## src/rtl/core/rect_occupancy_grid_allocator_unit_macros.svh

```systemverilog
// ----------------------------------------------------------------------------
// Assertion macros for the rectangle occupancy grid allocator
// Shared concurrent check forms, clocked and reset-qualified.
// ----------------------------------------------------------------------------
`ifndef RECT_OCCUPANCY_GRID_ALLOCATOR_UNIT_MACROS_SVH
`define RECT_OCCUPANCY_GRID_ALLOCATOR_UNIT_MACROS_SVH

// same-cycle implication
`define ROGAU_ASSERT_IMPL(lbl, clk, rst_n, ante, cons) \
  lbl: assert property (@(posedge clk) disable iff (!rst_n) (ante) |-> (cons)) \
    else $error("rogau: same-cycle check failed");

// next-cycle implication
`define ROGAU_ASSERT_NEXT(lbl, clk, rst_n, ante, cons) \
  lbl: assert property (@(posedge clk) disable iff (!rst_n) (ante) |=> (cons)) \
    else $error("rogau: next-cycle check failed");

`endif

```

## src/rtl/core/rogau_pkg.sv

```systemverilog
// ----------------------------------------------------------------------------
// rogau_pkg
// Shared codes, widths and the cell control word of the grid allocator.
// ----------------------------------------------------------------------------
package rogau_pkg;

  localparam int POSW = 8;  // linear cell position
  localparam int SZW  = 5;  // rectangle width/height
  localparam int DIMW = 7;  // active grid size, up to 127
  localparam int CFGW = 5;  // configuration register width

  typedef enum logic [2:0] {
    MODE_FIND  = 3'd0,
    MODE_PLACE = 3'd1,
    MODE_FREE  = 3'd2,
    MODE_TEST  = 3'd3,
    MODE_CLEAR = 3'd4
  } mode_e;

  typedef enum logic {
    REG_COLS = 1'b0,
    REG_ROWS = 1'b1
  } reg_idx_e;

  typedef enum logic [3:0] {
    C_NOP,
    C_LOAD_OCC,
    C_LOAD_SEED,
    C_SHIFT,
    C_SHIFT_ACC,
    C_COPY,
    C_FIT,
    C_SET_RECT,
    C_CLR_MASK,
    C_CLR_ALL
  } cell_op_e;

  typedef struct packed {
    cell_op_e          op;
    logic              dir_up;
    logic [POSW-1:0]   pos;
    logic [POSW-1:0]   row0;
    logic [DIMW-1:0]   col0;
    logic [SZW-1:0]    h;
    logic [SZW-1:0]    w;
    logic [SZW-1:0]    ew;
    logic [DIMW-1:0]   rows;
    logic [DIMW-1:0]   cols;
  } cell_ctrl_t;

  typedef enum logic [3:0] {
    S_IDLE,
    S_DIV,
    S_LOAD,
    S_HORZ,
    S_COPY,
    S_VERT,
    S_EVAL,
    S_SCAN,
    S_APPLY,
    S_RESP
  } state_e;

endpackage

```

## src/rtl/core/rogau_div.sv

```systemverilog
// ----------------------------------------------------------------------------
// rogau_div
// Restoring divider, one quotient bit per cycle: position / columns.
// ----------------------------------------------------------------------------
module rogau_div import rogau_pkg::*; #(
  parameter int DW = 5
) (
  input  logic            clk_i,
  input  logic            rst_ni,
  input  logic            start_i,
  input  logic [POSW-1:0] dividend_i,
  input  logic [DW-1:0]   divisor_i,
  output logic            busy_o,
  output logic [POSW-1:0] quo_o,
  output logic [DW-1:0]   rem_o
);

  localparam int CNTW = $clog2(POSW);

  logic            busy_q;
  logic [CNTW-1:0] cnt_q;
  logic [POSW-1:0] quo_q;
  logic [DW-1:0]   rem_q;
  logic [DW:0]     rem_sh;
  logic            ge;

  always_comb begin
    rem_sh = {rem_q, quo_q[POSW-1]};
    ge     = rem_sh >= {1'b0, divisor_i};
  end

  always_ff @(posedge clk_i or negedge rst_ni) begin
    if (!rst_ni) begin
      busy_q <= 1'b0;
      cnt_q  <= '0;
    end else if (start_i) begin
      busy_q <= 1'b1;
      cnt_q  <= '0;
    end else if (busy_q) begin
      cnt_q <= cnt_q + CNTW'(1);
      if (cnt_q == CNTW'(POSW - 1)) busy_q <= 1'b0;
    end
  end

  always_ff @(posedge clk_i) begin
    if (start_i) begin
      rem_q <= '0;
      quo_q <= dividend_i;
    end else if (busy_q) begin
      rem_q <= ge ? DW'(rem_sh - {1'b0, divisor_i}) : DW'(rem_sh);
      quo_q <= {quo_q[POSW-2:0], ge};
    end
  end

  assign busy_o = busy_q;
  assign quo_o  = quo_q;
  assign rem_o  = rem_q;

endmodule
```

## config.mk

```make
export PLATFORM = sky130hd
export DESIGN_NAME = rogau_div
export DESIGN_NICKNAME = d
export VERILOG_FILES = /design/src/rtl/core/rect_occupancy_grid_allocator_unit_macros.svh /design/src/rtl/core/rogau_pkg.sv /design/src/rtl/core/rogau_div.sv
export SDC_FILE = /design/constraint.sdc
export NUM_CORES = 1
export LEC_CHECK = 0
export ABC_AREA = 1
export BUFFER_PORTS_ARGS = -buffer_cell sky130_fd_sc_hd__buf_2
export CORE_MARGIN = 4
export CORE_UTILIZATION = 50
export CTS_CLUSTER_SIZE = 25
export DETAILED_ROUTE_END_ITERATION = 8
export GPL_TIMING_DRIVEN = 0
export PLACE_DENSITY = 0.84
export SLEW_MARGIN = 30
export SYNTH_ARGS = -nofsm -noshare
export SYNTH_HDL_FRONTEND = slang
export SYNTH_SLANG_ARGS = --single-unit
```

## constraint.sdc

```tcl
create_clock -name clk_i -period 2.2 [get_ports clk_i]
set_input_delay 0.22 -clock clk_i [delete_from_list [all_inputs] [get_ports clk_i]]
set_output_delay 0.22 -clock clk_i [all_outputs]
set_load 0.05 [all_outputs]
```

After elaboration in Yosys (flattened, before gate mapping)

Cells that the tools add are included.
Widths: inputs -> output; s select.

Bits in registers: 17
Input bits: 16
Output and inout bits: 14
Word-level logic and storage cells: 17

Add/subtract/negate cells: 2
Order comparisons: 1
Equal/unequal tests: 1
Muxes and demuxes: 8
Reduce and logical (&&, ||, !) cells: 1

Operator list:

| cell                | number |
|---|---|
| $mux 8              | 2 |
| $ge 6x5->1          | 1 |
| $mux 3              | 2 |
| $mux 5              | 1 |
| $sub 5x5->5         | 1 |
| $add 3x1->3 const B | 1 |
| $eq 3x3->1 const B  | 1 |
| $mux 1              | 3 |
| $reduce_bool 2->1   | 1 |

Longest topological paths before layout

Depth after elaboration: 4
Mapped depth: 11
Depth with buffers taken out: 11

Worst setup path after synthesis

OpenSTA, ideal clock, no wires.

Kind: reg2reg
Start: reg quo_q[7] (netlist: quo_o[7])
End: reg quo_q[0] (netlist: quo_o[0]) (data pin)
Library setup time: 0.267 ns
Arrival: 1.650 ns
Required time: 1.933 ns
Path slack: 0.283 ns
Stages on the path, launching flop included: 9
Path buffers: 0
Period minus slack after synthesis: 1.917 ns
Cells stage by stage: edfxtp_1 inv_1 ha_1 inv_1 fa_1 nand2_1 nand2_1 nand3_4 a31oi_1

Cells in the longest elaborated chain, start to end: 3

RTL lines:

| element                  | RTL line        | text |
|---|---|---|
| start: declaration       | rogau_div.sv:22 | `logic [POSW-1:0] quo_q;` |
| start signal: assignment | rogau_div.sv:48 | `quo_q <= dividend_i;` |
| start signal: assignment | rogau_div.sv:51 | `quo_q <= {quo_q[POSW-2:0], ge};` |
| $ge 6x5->1               | rogau_div.sv:29 | `ge = rem_sh >= {1'b0, divisor_i};` |
| $mux 8                   | rogau_div.sv:49 | `end else if (busy_q) begin` |
| $mux 8                   | rogau_div.sv:46 | `if (start_i) begin` |

Every way passes these cells. The select of a mux whose other input is x is not followed.
A chain may end at the register's enable or synchronous reset.

Final worst setup path

Ends and elaborated chain as after synthesis.

==> reports/metrics.cfg <==
[clocking]
clkSinkCount = 17
clockBufferDepth = 2
cts-root-buf = clkbuf_4
cts_buffers = 3
cts_setup_buffers = 0
path_clk_slew_ns = 0.10
cts_tree = done
clkLatencyLatePin_ns = 0.29
htreeDepth = 1

[placed_design]
placement.cell_area_sq_mm = 0.001175
dp.final_hpwl_um = 1626
preCtsSetupSlack_ns = 0.4418
gp_congestion = 0.7050
portBuffers = 29

[synth]
yosysTopAreaCell = edfxtp_1
syn_avg_cell_area_sq_um = 8.462
synth_edf_count = 8
mappedNetlistArea_sq_um = 998.5
synth_most_common_cell = nand2_1
syn-instance-count = 118
synth_top_cell_area_share_pct = 24.06
synth_common_cells = 45 x nand2_1, 15 x inv_1, 11 x nand3_1, 8 x edfxtp_1, 7 x ha_1
synth_warnings = 0
synth-async-reset-ratio_pct = 23.53
syn_nets = 142
seq_area_frac_synth_pct = 44.11
synthDistinctLibCells = 22
synth_ff_type = edfxtp_1
synth.top_cells.by_area = edfxtp_1 24%, nand2_1 17%, dfrtp_1 10%
ys_seq_elements = 17

[pwr]
p_leak_nw = 0.6711
vdd_ir_drop_max_uv = 738.5
cellPowerDensity_mw_per_mm2 = 1125

[setup_path]
start_kind = flip-flop
end_kind = flip-flop
crit_start = quo_o[7]
path_max_fanout = 7
r2r_setup_slack_ns = 0.43
crit_arrival_ns = 1.80
crit_path_end = quo_o[0]
rr_endpoint = quo_o[0]
r2r_start = quo_o[7]
r2r_cells = 8
worstSetupPathType = flip-flop to flip-flop
required_ns = 2.23

[floorplan]
dieArea_sq_mm = 0.002776
num_io_pins = 30
die_x_um = 52.69
initial_core_util_pct = 55.42
coreArea_sq_mm = 0.001802
die_h_um = 52.69
placementRows = 15

[sta]
rsz0062_at_grt = false
min_period_ns = 1.768
finalHoldViolCount = 0
fin_crit_sh_pct = 80.35
slew_violations = 0
finalWorstSetupSlack_ns = 0.4323
max_freq_ghz = 0.5657
tightestPinTransition_ns = 0.3016
whs_ns = 0.1936
maxSlewHeadroom_pct = 79.87
setup_viol = 0
fin_setup_tns_ns = 0
clock-skew-final_ns = 0.003559

[grt]
grt_pass1_wl_um = 3312
grt.overflow.total = 0
grt_antenna_before_repair = 0
first_global_vias = 792
grt_usage_pct = 16.15
grt_max_degree = 11

[route]
drtAntennaViolNets = 0
drt-total-wl_um = 2037
wl_per_cell_um = 11.51
first_pass_iters = 4
drt-initial-drc-count = 15
drc = 0
via_per_inst = 4.836
vias = 856

[flow_run]
cap_violations = 0

[finish]
nets = 177
post-route-util_pct = 67.29
syn_to_final_growth_pct = 21.43
diodes = 0
fill_cells = 152
stdcell_area_sq_mm = 0.001212
drive_above_1_share_pct = 27.63

[outcome]
status = complete, no violations

[min_path]
hp-start = dividend_i[3]
hp-class = input port to flip-flop

## cell usage in the layout (no fill, tap or decap), types with 2 or more instances in the layout
cell type / instances
dfxtp_1: 5
xnor2_1: 2
dfrtp_1: 4
a22o_1: 2
ha_1: 7
inv_1: 15
nor2_1: 5
or2_4: 2
a21oi_1: 2
nand3_1: 11
edfxtp_1: 8
nand2_1: 45
clkbuf_4: 3
buf_2: 29
## cell type report
cell class	instances	area, sq um	share of cell area, %
inverter	16	60.06	4.954
tap	25	31.28	2.580
clock inverter	1	5.005	0.4128
timing repair buffer	30	155.1	12.80
sequential	17	440.4	36.33
buffer	1	7.507	0.6192
clock buffer	3	22.52	1.858
multi-input combinational	84	490.5	40.45
## worst max-delay path: stages, from the launching register on
cell and delay [ns]:
edfxtp_1 0.40, inv_1 0.09, ha_1 0.15, inv_1 0.06
fa_1 0.40, nand2_1 0.08, nand2_1 0.10, nand3_4 0.12
a31oi_1 0.11
## through the flow
| stage | std cells | power [mW] |
|---|---|---|
| after floorplan | 118 | 1.055 |
| after global placement | 172 | 1.181 |
| after detailed placement | 172 | 1.204 |
| after CTS | 177 | 1.372 |
| after global routing | 177 | 1.473 |
| final | 177 | 1.364 |
## repair_timing
| item | CTS | global route |
|---|---|---|
| gates resized for setup | 0 | 0 |
| endpoints found under the hold margin | 4 | 0 |
| hold buffers | 1 | 0 |
## layer usage
metal	GRT usage (%)	up-vias	wire, um
met4	6.383	0	9
met2	27.27	23	1072
met3	2.849	2	120
met5	0	-	0
li1	-	441	-
met1	20.14	390	836
## report_power, final
part / internal (mW) / switching, mW
Combinational: 0.240 / 0.501
Clock: 0.0675 / 0.0971
Sequential: 0.403 / 0.0543
Total: 0.711 / 0.652
## cell families (layout without fill, tap and decap cells)
| kind of cell | Yosys count | in the layout | share of synthesized area (%) |
|---|---|---|---|
| AND/OR/NAND/NOR | 68 | 68 | 32.71 |
| AO/OA/AOI/OAI | 6 | 6 | 3.885 |
| adder cells (fa/ha/maj) | 8 | 8 | 10.78 |
| XOR/XNOR | 2 | 2 | 1.755 |
| buffers and inverters | 17 | 51 | 6.766 |
| flip-flops | 17 | 17 | 44.11 |
## flip-flops by register name, indices dropped and copies added, names as in the netlist
register and flops:
cnt_q 3, busy_o 1, quo_o 8, rem_o 5
## how the worst min path moves through the flow
stage                    end  cells after the start
floorplan             busy_o                      0
global placement      busy_o                      1
detailed placement    busy_o                      1
CTS                 quo_o[3]                      3
global route        quo_o[1]                      3
finish              quo_o[3]                      3
(Power assumes the default switching activity.)
