===== config.mk =====
export PLATFORM = sky130hd
export DESIGN_NAME = rogau_cell
export DESIGN_NICKNAME = d
export VERILOG_FILES = /design/src/rtl/core/rect_occupancy_grid_allocator_unit_macros.svh /design/src/rtl/core/rogau_pkg.sv /design/src/rtl/core/rogau_cell.sv
export SDC_FILE = /design/constraint.sdc
export NUM_CORES = 1
export LEC_CHECK = 0
export BUFFER_PORTS_ARGS = -buffer_cell sky130_fd_sc_hd__buf_4
export CAP_MARGIN = 20
export CORE_MARGIN = 5
export CORE_UTILIZATION = 38
export CTS_CLUSTER_DIAMETER = 50
export DETAILED_ROUTE_END_ITERATION = 6
export PLACE_DENSITY = 0.89
export SLEW_MARGIN = 20
export SYNTH_ARGS = -nofsm -noshare
export SYNTH_HDL_FRONTEND = slang
export SYNTH_SLANG_ARGS = --single-unit
export TNS_END_PERCENT = 5

===== constraint.sdc =====
create_clock -name clk_i -period 1.47 [get_ports clk_i]
set_clock_uncertainty 0.05 [all_clocks]
set_input_delay 0.147 -clock clk_i [delete_from_list [all_inputs] [get_ports clk_i]]
set_output_delay 0.147 -clock clk_i [all_outputs]
set_load 0.02 [all_outputs]

===== src/rtl/core/rect_occupancy_grid_allocator_unit_macros.svh =====
// ----------------------------------------------------------------------------
// Assertion macros for the rectangle occupancy grid allocator
// Shared concurrent check forms, clocked and reset-qualified.
// ----------------------------------------------------------------------------
`ifndef RECT_OCCUPANCY_GRID_ALLOCATOR_UNIT_MACROS_SVH
`define RECT_OCCUPANCY_GRID_ALLOCATOR_UNIT_MACROS_SVH

// same-cycle implication
`define ROGAU_ASSERT_IMPL(lbl, clk, rst_n, ante, cons) \
  lbl: assert property (@(posedge clk) disable iff (!rst_n) (ante) |-> (cons)) \
    else $error("rogau: same-cycle check failed");

// next-cycle implication
`define ROGAU_ASSERT_NEXT(lbl, clk, rst_n, ante, cons) \
  lbl: assert property (@(posedge clk) disable iff (!rst_n) (ante) |=> (cons)) \
    else $error("rogau: next-cycle check failed");

`endif


===== src/rtl/core/rogau_pkg.sv =====
// ----------------------------------------------------------------------------
// rogau_pkg
// Shared codes, widths and the cell control word of the grid allocator.
// ----------------------------------------------------------------------------
package rogau_pkg;

  localparam int POSW = 8;  // linear cell position
  localparam int SZW  = 5;  // rectangle width/height
  localparam int DIMW = 7;  // active grid size, up to 127
  localparam int CFGW = 5;  // configuration register width

  typedef enum logic [2:0] {
    MODE_FIND  = 3'd0,
    MODE_PLACE = 3'd1,
    MODE_FREE  = 3'd2,
    MODE_TEST  = 3'd3,
    MODE_CLEAR = 3'd4
  } mode_e;

  typedef enum logic {
    REG_COLS = 1'b0,
    REG_ROWS = 1'b1
  } reg_idx_e;

  typedef enum logic [3:0] {
    C_NOP,
    C_LOAD_OCC,
    C_LOAD_SEED,
    C_SHIFT,
    C_SHIFT_ACC,
    C_COPY,
    C_FIT,
    C_SET_RECT,
    C_CLR_MASK,
    C_CLR_ALL
  } cell_op_e;

  typedef struct packed {
    cell_op_e          op;
    logic              dir_up;
    logic [POSW-1:0]   pos;
    logic [POSW-1:0]   row0;
    logic [DIMW-1:0]   col0;
    logic [SZW-1:0]    h;
    logic [SZW-1:0]    w;
    logic [SZW-1:0]    ew;
    logic [DIMW-1:0]   rows;
    logic [DIMW-1:0]   cols;
  } cell_ctrl_t;

  typedef enum logic [3:0] {
    S_IDLE,
    S_DIV,
    S_LOAD,
    S_HORZ,
    S_COPY,
    S_VERT,
    S_EVAL,
    S_SCAN,
    S_APPLY,
    S_RESP
  } state_e;

endpackage


===== src/rtl/core/rogau_cell.sv =====
// ----------------------------------------------------------------------------
// rogau_cell
// One grid cell: occupancy bit, row/column label and two shift bits.
// ----------------------------------------------------------------------------
module rogau_cell import rogau_pkg::*; #(
  parameter int IDX      = 0,
  parameter int CELLS    = 256,
  parameter int MAX_COLS = 16
) (
  input  logic                                 clk_i,
  input  logic                                 rst_ni,
  input  cell_ctrl_t                           ctrl_i,
  input  logic                                 a_up_i,
  input  logic                                 a_dn_i,
  input  logic [((CELLS > 1) ? $clog2(CELLS) : 1)-1:0]       lab_r_i,
  input  logic [((MAX_COLS > 1) ? $clog2(MAX_COLS) : 1)-1:0] lab_c_i,
  output logic                                 a_o,
  output logic                                 b_o,
  output logic [((CELLS > 1) ? $clog2(CELLS) : 1)-1:0]       lab_r_o,
  output logic [((MAX_COLS > 1) ? $clog2(MAX_COLS) : 1)-1:0] lab_c_o
);

  localparam int RW  = (CELLS > 1) ? $clog2(CELLS) : 1;
  localparam int CLW = (MAX_COLS > 1) ? $clog2(MAX_COLS) : 1;
  localparam int EW  = ((RW > POSW) ? RW : POSW) + 2;

  logic          occ_q, occ_d;
  logic          a_q, a_d, b_q, b_d;
  logic [RW-1:0]  lab_r_q, lab_r_d;
  logic [CLW-1:0] lab_c_q, lab_c_d;
  logic [DIMW:0]  c_inc;
  logic          nbr, fit, in_rect, row_ok, seed;
  logic [EW-1:0] r_e, c_e;

  // labels ripple one cell per cycle after a column count change
  always_comb begin
    c_inc = (DIMW+1)'(lab_c_i) + (DIMW+1)'(1);
    if (IDX == 0) begin
      lab_r_d = '0;
      lab_c_d = '0;
    end else if (c_inc >= (DIMW+1)'(ctrl_i.cols)) begin
      lab_r_d = lab_r_i + RW'(1);
      lab_c_d = '0;
    end else begin
      lab_r_d = lab_r_i;
      lab_c_d = CLW'(c_inc);
    end
  end

  always_comb begin
    r_e    = EW'(lab_r_q);
    c_e    = EW'(lab_c_q);
    nbr    = ctrl_i.dir_up ? a_up_i : a_dn_i;
    row_ok = r_e < EW'(ctrl_i.rows);
    seed   = EW'(IDX) == EW'(ctrl_i.pos);
    fit    = row_ok
             && (r_e + EW'(ctrl_i.h) <= EW'(ctrl_i.rows))
             && ((ctrl_i.w == '0) || (c_e + EW'(ctrl_i.w) <= EW'(ctrl_i.cols)))
             && ((ctrl_i.h == '0) || !b_q);
    in_rect = (r_e >= EW'(ctrl_i.row0))
              && (r_e < EW'(ctrl_i.row0) + EW'(ctrl_i.h))
              && (c_e >= EW'(ctrl_i.col0))
              && (c_e < EW'(ctrl_i.col0) + EW'(ctrl_i.ew));
  end

  always_comb begin
    occ_d = occ_q;
    a_d   = a_q;
    b_d   = b_q;
    unique case (ctrl_i.op)
      C_NOP:       ;
      C_LOAD_OCC:  begin a_d = occ_q; b_d = occ_q; end
      C_LOAD_SEED: begin a_d = seed;  b_d = seed;  end
      C_SHIFT:     a_d = nbr;
      C_SHIFT_ACC: begin a_d = nbr;   b_d = b_q | nbr; end
      C_COPY:      a_d = b_q;
      C_FIT:       a_d = fit;
      C_SET_RECT:  if (in_rect) occ_d = 1'b1;
      C_CLR_MASK:  if (b_q && row_ok) occ_d = 1'b0;
      C_CLR_ALL:   if (row_ok) occ_d = 1'b0;
      default:     ;
    endcase
  end

  always_ff @(posedge clk_i or negedge rst_ni) begin
    if (!rst_ni) begin
      occ_q   <= 1'b0;
      lab_r_q <= '0;
      lab_c_q <= '0;
    end else begin
      occ_q   <= occ_d;
      lab_r_q <= lab_r_d;
      lab_c_q <= lab_c_d;
    end
  end

  always_ff @(posedge clk_i) begin
    a_q <= a_d;
    b_q <= b_d;
  end

  assign a_o     = a_q;
  assign b_o     = b_q;
  assign lab_r_o = lab_r_q;
  assign lab_c_o = lab_c_q;

endmodule


# Word-level counts from Yosys, hierarchy flattened
# Index checks and enable logic that the tools add are counted.
[word_totals] register_bits=3 latchBits=0 mem_bits_rw=0 rom_bits=0 inputBits=73 out_inout_bits=14 wordCells=50 memories=0
[classes] add_sub_neg=2 mul=0 div=0 order_cmp=7 n_eq_ne=12 shifts=0 mux=7 n_bitwise=1 n_reduce_logical=18
[ops] cell="$eq A4 B3 Y1 const B" n=4
[ops] cell="$le A5 B7 Y1" n=2
[ops] cell="$logic_not A5 Y1" n=2
[ops] cell="$add A8 B5 Y9" n=1
[ops] cell="$lt A1 B9 Y1 const A" n=1
[ops] cell="$add A7 B5 Y8" n=1
[ops] cell="$eq A4 B2 Y1 const B" n=2
[ops] cell="$eq A4 B4 Y1 const B" n=2
[ops] cell="$ge A1 B8 Y1 const A" n=1
[ops] cell="$logic_not A8 Y1" n=1
[ops] cell="$lt A1 B8 Y1 const A" n=1
[ops] cell="$ge A1 B7 Y1 const A" n=1
[ops] cell="$logic_and A1 B1 Y1" n=7
[ops] cell="$lt A1 B7 Y1 const A" n=1
[ops] cell="$ne A2 B2 Y1 const B" n=3
[ops] cell="$pmux W1 S3" n=2
[ops] cell="$reduce_bool A3 Y1" n=2
[ops] cell="$pmux W1 S5" n=1
[ops] cell="$reduce_bool A5 Y1" n=1
[ops] cell="$eq A4 B1 Y1 const B" n=1
[ops] cell="$mux W1" n=4
[ops] cell="$reduce_and A4 Y1" n=1
[ops] cell="$logic_or A1 B1 Y1" n=2
[ops] cell="$reduce_or A2 Y1" n=1
[ops] cell="2 further kinds" n=2

# Logic depth before layout (Yosys ltp)
# Gate-level depths: netlist of the first run.
[logic_depth] word_depth=7 mapped_depth=7 mapped_depth_nobuf=7

# Worst setup path before layout of the first run
# Ideal clock, no wire load.
[synth_path] kind="input-to-reg" startpoint="input ctrl_i[14] (netlist name)" endpoint="register occ_q" setup_time_ps=130 t_arrival_ps=1486 required_time_ps=1290 slack_ps=-196 cell_stages=6 path_buffers=0 path_cell_list="ha_1 > fa_1 > or4_1 > nor3_1 > and3_1 > o31ai_2"
[synth_between] elab_chain_cells=5
[synth_lines] element="start, declared" line_no="rogau_cell.sv:12" source="input cell_ctrl_t ctrl_i,"
[synth_lines] element="$add A7 B5 Y8" line_no="rogau_cell.sv:63" source="&& (c_e < EW'(ctrl_i.col0) + EW'(ctrl_i.ew));"
[synth_lines] element="$lt A1 B8 Y1" line_no="rogau_cell.sv:63"
[synth_lines] element="$logic_and A1 B1 Y1" line_no="rogau_cell.sv:63"
[synth_lines] element="$ne A2 B2 Y1 (no line)"
[synth_lines] element="$reduce_and A4 Y1 (no line)"
[synth_lines] element="end signal, assigned" line_no="rogau_cell.sv:87" source="occ_q <= 1'b0;"
[synth_lines] element="end signal, assigned" line_no="rogau_cell.sv:91" source="occ_q <= occ_d;"
[synth_lines] element="end, declared" line_no="rogau_cell.sv:27" source="logic occ_q, occ_d;"
# No other way between the ends.
# A chain may end at the register's enable or synchronous reset.

# Final worst setup path of the first run
[layout_path] startpoint="input ctrl_i[29] (netlist name)" endpoint="register occ_q"
[layout_between] elab_chain_cells=5 elab_cells_between_ends=7 cone_classes="1 x add/sub; 2 x order compare; 1 x eq/ne; 3 x reduce/logical"
[layout_lines] element="$add A7 B5 Y8 or $ge A1 B7 Y1 (tied branches)" line_no="rogau_cell.sv:63, rogau_cell.sv:62"
[layout_lines] element="$lt A1 B8 Y1 or $logic_and A1 B1 Y1 (tied branches)" line_no="rogau_cell.sv:63, rogau_cell.sv:62"
[layout_lines] element="$logic_and A1 B1 Y1 *" line_no="rogau_cell.sv:63"
[layout_lines] element="$ne A2 B2 Y1 (no line) *"
[layout_lines] element="$reduce_and A4 Y1 (no line) *"
# Mark *: on every way between the ends. The rest lies on a longest branch, timed or not.

==> metrics, run 1 <==
status=finished, violations left; failing checks=setup timing; post-synthesis simple-gate area fraction=27.6%; CTS Sinks=3; Layout Utilization=61.3%; total routed wirelength=2770 um; io pins=87; max-slew violations=0; family with the most delay on the worst path=simple AND/OR/NAND/NOR gates; area added between synthesis and finish=52.9%; first-pass iteration count of the detailed router=4; DR vias/cell=5.06; post-synthesis register bit count=3; WP buf/inv=1; Antenna Nets Post-Route=0; Seq/Total Area, Yosys=8.49%; first-pass GRT wire length=4150 um; reg2reg path depth=4; gate count after technology mapping=125; Hold Fails Final Rpt=0; First DRT Iteration DRCs=9; overall power=0.000603 W; antenna cells=0; Starting Density=40.1%; Area contributors post-synth=ha_1, buf_4, edfxtp_1; Global Route Usage Sum=14.8%; input/output buffers=62; die width=61.4 um; EDFF count, synth=2; Synth Warn #=0; Final Hold Slack=156 ps; Placer Congestion=0.758; CP cell instances=buf_6 -> ha_4 -> fa_1 -> or4_1 -> nor3_1 -> and3_1 -> o31ai_2; total power per unit cell area=394 nW/um2; dpl ws=-370 ps; largest family of logic cells by synthesized area=adder cells; critical path depth=7; LEAKAGE=0.772 nW; Worst-path clk slew=40 ps; Main synth FF type=edfxtp_1; Yosys top cell area share=25.0%; Peak supply drop=0.280 mV; FILL cells=248; Post-CTS Setup Repair Bufs=0; grt ovf=0; RSZ-0062 raised after global routing=yes; Netlist Area Pre-Place=1000 um2; RR Endpoint=a_o$_DFFE_PP_; mux cell area share after synthesis=2.12%; core area=2500 um2; adder-cell share of the synthesized area=29.0%; layout cells sized above 1=40.9%; xor/xnor share of the synthesized area=1.75%; Avg WL per Cell=12.4 um; Tmin final=1510 ps; Worst EP arrival=1580 ps; min-delay worst type=input pin to flop; WHS Path Cells=4; Hold Crit Start=ctrl_i[42]; largest net degree at the start of global routing=12; asr flop ratio synth=33.3%; CTS max path bufs=2; area leader, netlist=ha_1; worst setup margin=-44.8 ps; die area=3760 um2; crit-path max cell delay=420 ps; initial antenna violation count=0; MaxCap Viol Count=0; final net count=289; Crit Path Class=input pin to flop; final period utilization=103%; Hold Path End=occ_q$_DFFE_PN0P_; crit path from=ctrl_i[29]; Worst R2R Start=b_o$_DFFE_PP_; critical path peak fanout=2; Die Ht=61.4 um; Compound-Gate Fraction of Synth Area=16.2%; TritonCTS Buffers=3; Placement Rows=18; CTS tree=built; CTS H-tree depth=1; dpl hpwl=2460 um; Critical Path Start Type=input pin; DR DRC count=0; worst skew pair latency=240 ps; register-to-register setup slack=300 ps; Avg Inst Size Synth=8.02 um2; fmax=660 MHz; via count=1128; Root Driver=clkbuf_4; CP max-delay cell=fa_1; critical path data required time=1540 ps; Crit. End Element=flop; Cell variety after synth=39; Setup Viol. Count Final=1; vias in the first global route=1064
-- sequential cells by signal, summed over array words and instances, names as in the netlist --
name	cells
b_o	1
occ_q	1
a_o	1
-- how the worst max path moves through the flow --
| stage | end |
|---|---|
| after floorplan | occ_q$_DFFE_PN0P_ |
| after global placement | occ_q$_DFFE_PN0P_ |
| after detailed placement | occ_q$_DFFE_PN0P_ |
| after CTS | occ_q$_DFFE_PN0P_ |
| after global routing | occ_q$_DFFE_PN0P_ |
| final | occ_q$_DFFE_PN0P_ |
-- power breakdown --
part           internal, W  switching (W)  leakage, nW
sequential       0.0000946     0.00000122       0.0335
clock             0.000102      0.0000452       0.0150
combinational     0.000195       0.000165        0.723
total             0.000392       0.000212        0.772
-- synthesized netlist by cell type (2+ instances only) --
master	number
nand3_1	5
fa_1	2
o31ai_2	2
nor3_1	5
nor4_1	7
ha_1	20
xnor2_1	2
nor2_1	9
nand2_1	4
edfxtp_1	2
buf_2	2
o211ai_1	3
inv_1	10
nor2b_1	2
a21oi_1	6
nand4_1	2
and3_1	3
or4_1	2
o21ai_0	5
buf_4	13
-- cell families (layout without fill, tap and decap cells) --
| logic type | after synthesis | count (layout) |
|---|---|---|
| xor gates and xnor gates | 2 | 2 |
| buffers and inverters | 25 | 82 |
| AOI/OAI and AO/OA | 24 | 24 |
| and+or+nand+nor | 46 | 46 |
| DFF | 3 | 3 |
| adders and majority gates | 22 | 22 |
| other | 1 | 12 |
| muxes | 2 | 2 |
-- what timing repair did --
action / 4_1_cts / 5_1_grt
pin swaps: 0 / 0
hold buffers: 1 / 0
hold endpoints to repair: 1 / 0
gates resized for setup: 4 / 0
setup endpoints to repair: 1 / 1
-- per-layer routing --
layer	vias to the layer above	track usage [%]	wire length, um
met2	46	26.9	1340
met5	-	0	0
li1	584	-	-
met1	494	16.6	1050
met4	0	5.45	36
met3	4	3.77	347
-- layout by cell type (no fill, tap or decap), drive strengths merged, types with 6 or more instances in the layout --
master	synthesis	routed
buf	15	67
ha	20	20
conb	1	12
inv	10	10
nor2	9	9
nor4	9	9
a21oi	6	6
o21ai	6	6
-- through the flow --
step	area (um2)	instances	setup TNS [ps]
2_1_floorplan	1040	136	-191
3_3_place_gp	1480	218	-429
3_5_place_dp	1480	218	-463
4_1_cts	1530	223	-37.0
5_1_grt	1530	223	-63.3
6_report	1530	223	-44.8
-- area by class of cell --
type	instances	area, um2	area share (%)
multi-input cells	108	826	53.9
repair buffers	68	520	34.0
flip-flops and latches	3	85.1	5.55
inverters	10	37.5	2.45
well taps	30	37.5	2.45
clock buffers	4	26.3	1.71
-- tightest hold or removal path: stages --
cell     delay [ps]
buf_4            80
nor4_1           40
nand4_1          80
o31ai_2          60
No activity file was read; power rests on OpenSTA's default activity.
==> run 2, diff against run 1 <==
ABC_AREA = 1   (was default)
CORE_UTILIZATION = 40   (was 38)
PLACE_DENSITY = 0.91   (was 0.89)
==> run 2 against run 1 <==
The run now ends clean. Maximum frequency grew 17%. Count of clock-buffer cells in the layout unchanged. Combinational power grew 2%. Worst hold slack better by 34 ps. Global-route usage down 0.87 points. Register-to-register slack gained 60 ps. Sequential cell count unchanged. Non-clock buffer count decreased by 4. Critical path depth is the same. Wire length shrank 4.0%. Final area increased by 2.7%. Area after synthesis rose by 7.4%. Critical endpoint unchanged.
==> metrics, run 2 <==
status=finished, final reports clean; Layout Utilization=62.4%; DR vias/cell=4.68; TritonCTS Buffers=3; area leader, netlist=ha_1; CTS Sinks=3; Hold Fails Final Rpt=0; final period utilization=88.0%; most common cell in the netlist=nand2_1; CTS tree=built; MaxCap Viol Count=0; Main synth FF type=edfxtp_1; Synth Warn #=0; placed insts=265; post-CTS sizing=0; fin cells=270; Post-CTS Setup Repair Bufs=0; Yosys top cell area share=23.3%; antenna cells=0; grt ovf=0; total power per unit cell area=389 nW/um2; Internal=0.000388 W; Worst EP arrival=1360 ps; EDFF count, synth=2; asr flop ratio synth=33.3%; Synth top cells by count=nand2_1, inv_1, nor2_1; Netlist Area Pre-Place=1080 um2; combinational fraction of design power=60.1%; RSZ-0062 raised after global routing=no; max-slew violations=0; Seq/Total Area, Yosys=7.91%; gate count after technology mapping=173; clock power share=23.7%; final net count=336; Tmin final=1290 ps; sw frac=36.7%; fmax=773 MHz; CTS H-tree depth=1; die area=3830 um2; Placer Congestion=0.878; Global Route Usage Sum=14.0%; Antenna Nets Post-Route=0; Net Switching=0.000225 W; Placement Rows=18; initial antenna violation count=0; io pins=87; largest net degree at the start of global routing=6; Avg Inst Size Synth=6.22 um2; Starting Density=42.7%; first-pass GRT wire length=4170 um; commonest non-fill, non-tap cell in the layout=buf_4; Avg WL per Cell=9.87 um; area added between synthesis and finish=46.3%; First DRT Iteration DRCs=15; Worst-path clk slew=40 ps; LEAKAGE=0.917 nW; core area=2520 um2; Area contributors post-synth=ha_1, nand2_1, inv_1; DR DRC count=0; vias in the first global route=1130; Crit. End Element=flop; via count=1263; # hold bufs at CTS=1; Crit Path Class=input pin to flop; die width=61.9 um; min-delay worst type=input pin to async pin; highest-count cells in the layout ignoring fill and taps=buf_4, nand2_1, inv_1, nor2_1, ha_1; first-pass iteration count of the detailed router=4; worst skew pair latency=230 ps; Cell variety after synth=27; overall power=0.000613 W; Setup Viol. Count Final=0; critical path peak fanout=2; dpl hpwl=2530 um; Critical Path Start Type=input pin; critical path data required time=1540 ps; input/output buffers=62; post-synthesis register bit count=3; part of the power in registers=16.1%; Final Hold Slack=189 ps; Root Driver=clkbuf_4; total routed wirelength=2660 um; Die Ht=61.9 um; CTS max path bufs=2; setup TNS=0 ps; Peak supply drop=0.263 mV; layout cells sized above 1=31.3%
run 2: cells by family (layout without fill, tap and decap cells):
kind of cell / count (synthesis) / after routing / share of synthesized area, %
compound gates: 12 / 12 / 7.09
fa+ha+maj: 22 / 22 / 27.0
buf+inv: 43 / 99 / 19.2
flops: 3 / 3 / 7.91
other cells: 1 / 12 / 0.349
simple gates: 92 / 92 / 38.5
run 2: layout make-up:
type / count / area, um2
multi-input combinational: 138 / 826
sequential: 3 / 85.1
tap: 30 / 37.5
inverter: 31 / 116
fill: 256 / 948
clock buffer: 4 / 26.3
timing repair buffer: 64 / 483
run 2: worst paths after layout:
check	startpoint	endpoint	slack (ps)	cells after the start
max	ctrl_i[14]	occ_q$_DFFE_PN0P_	180	7
min	rst_ni	occ_q$_DFFE_PN0P_	190	2
max reg2reg	b_o$_DFFE_PP_	a_o$_DFFE_PP_	360	4
min reg2reg	occ_q$_DFFE_PN0P_	occ_q$_DFFE_PN0P_	490	2
max in group asynchronous	rst_ni	occ_q$_DFFE_PN0P_	1100	2
min in group clk_i	ctrl_i[34]	occ_q$_DFFE_PN0P_	220	5
run 2: routing by layer:
metal / GRT usage (%) / vias up / wire [um]
met4: 2.42 / 0 / 10
met2: 25.9 / 44 / 1360
met3: 4.13 / 2 / 305
li1: - / 671 / -
met5: 0 / - / 0
met1: 15.9 / 546 / 987
run 2: stage by stage:
stage	setup slack (ps)	instance area (um2)
4_1_cts	191	1570
6_report	177	1570
3_3_place_gp	-50.4	1540
5_1_grt	100	1570
3_5_place_dp	-64.1	1540
2_1_floorplan	151	1120
run 2: power groups by stage:
| stage | Clock (W) | Combinational (W) | Sequential, W |
|---|---|---|---|
| after global routing | 0.000161 | 0.000418 | 0.0000993 |
| after floorplan | 0 | 0.000205 | 0.000106 |
| after global placement | 0 | 0.000356 | 0.000100 |
| after detailed placement | 0 | 0.000369 | 0.000100 |
| final | 0.000145 | 0.000369 | 0.0000990 |
| after CTS | 0.000151 | 0.000372 | 0.0000991 |
run 2: worst max-delay path, cell delays in order:
cell,delay (ps)
buf_4,110
ha_1,210
fa_1,450
nor3_1,170
nand4_1,110
nand3_1,110
nand2_1,50
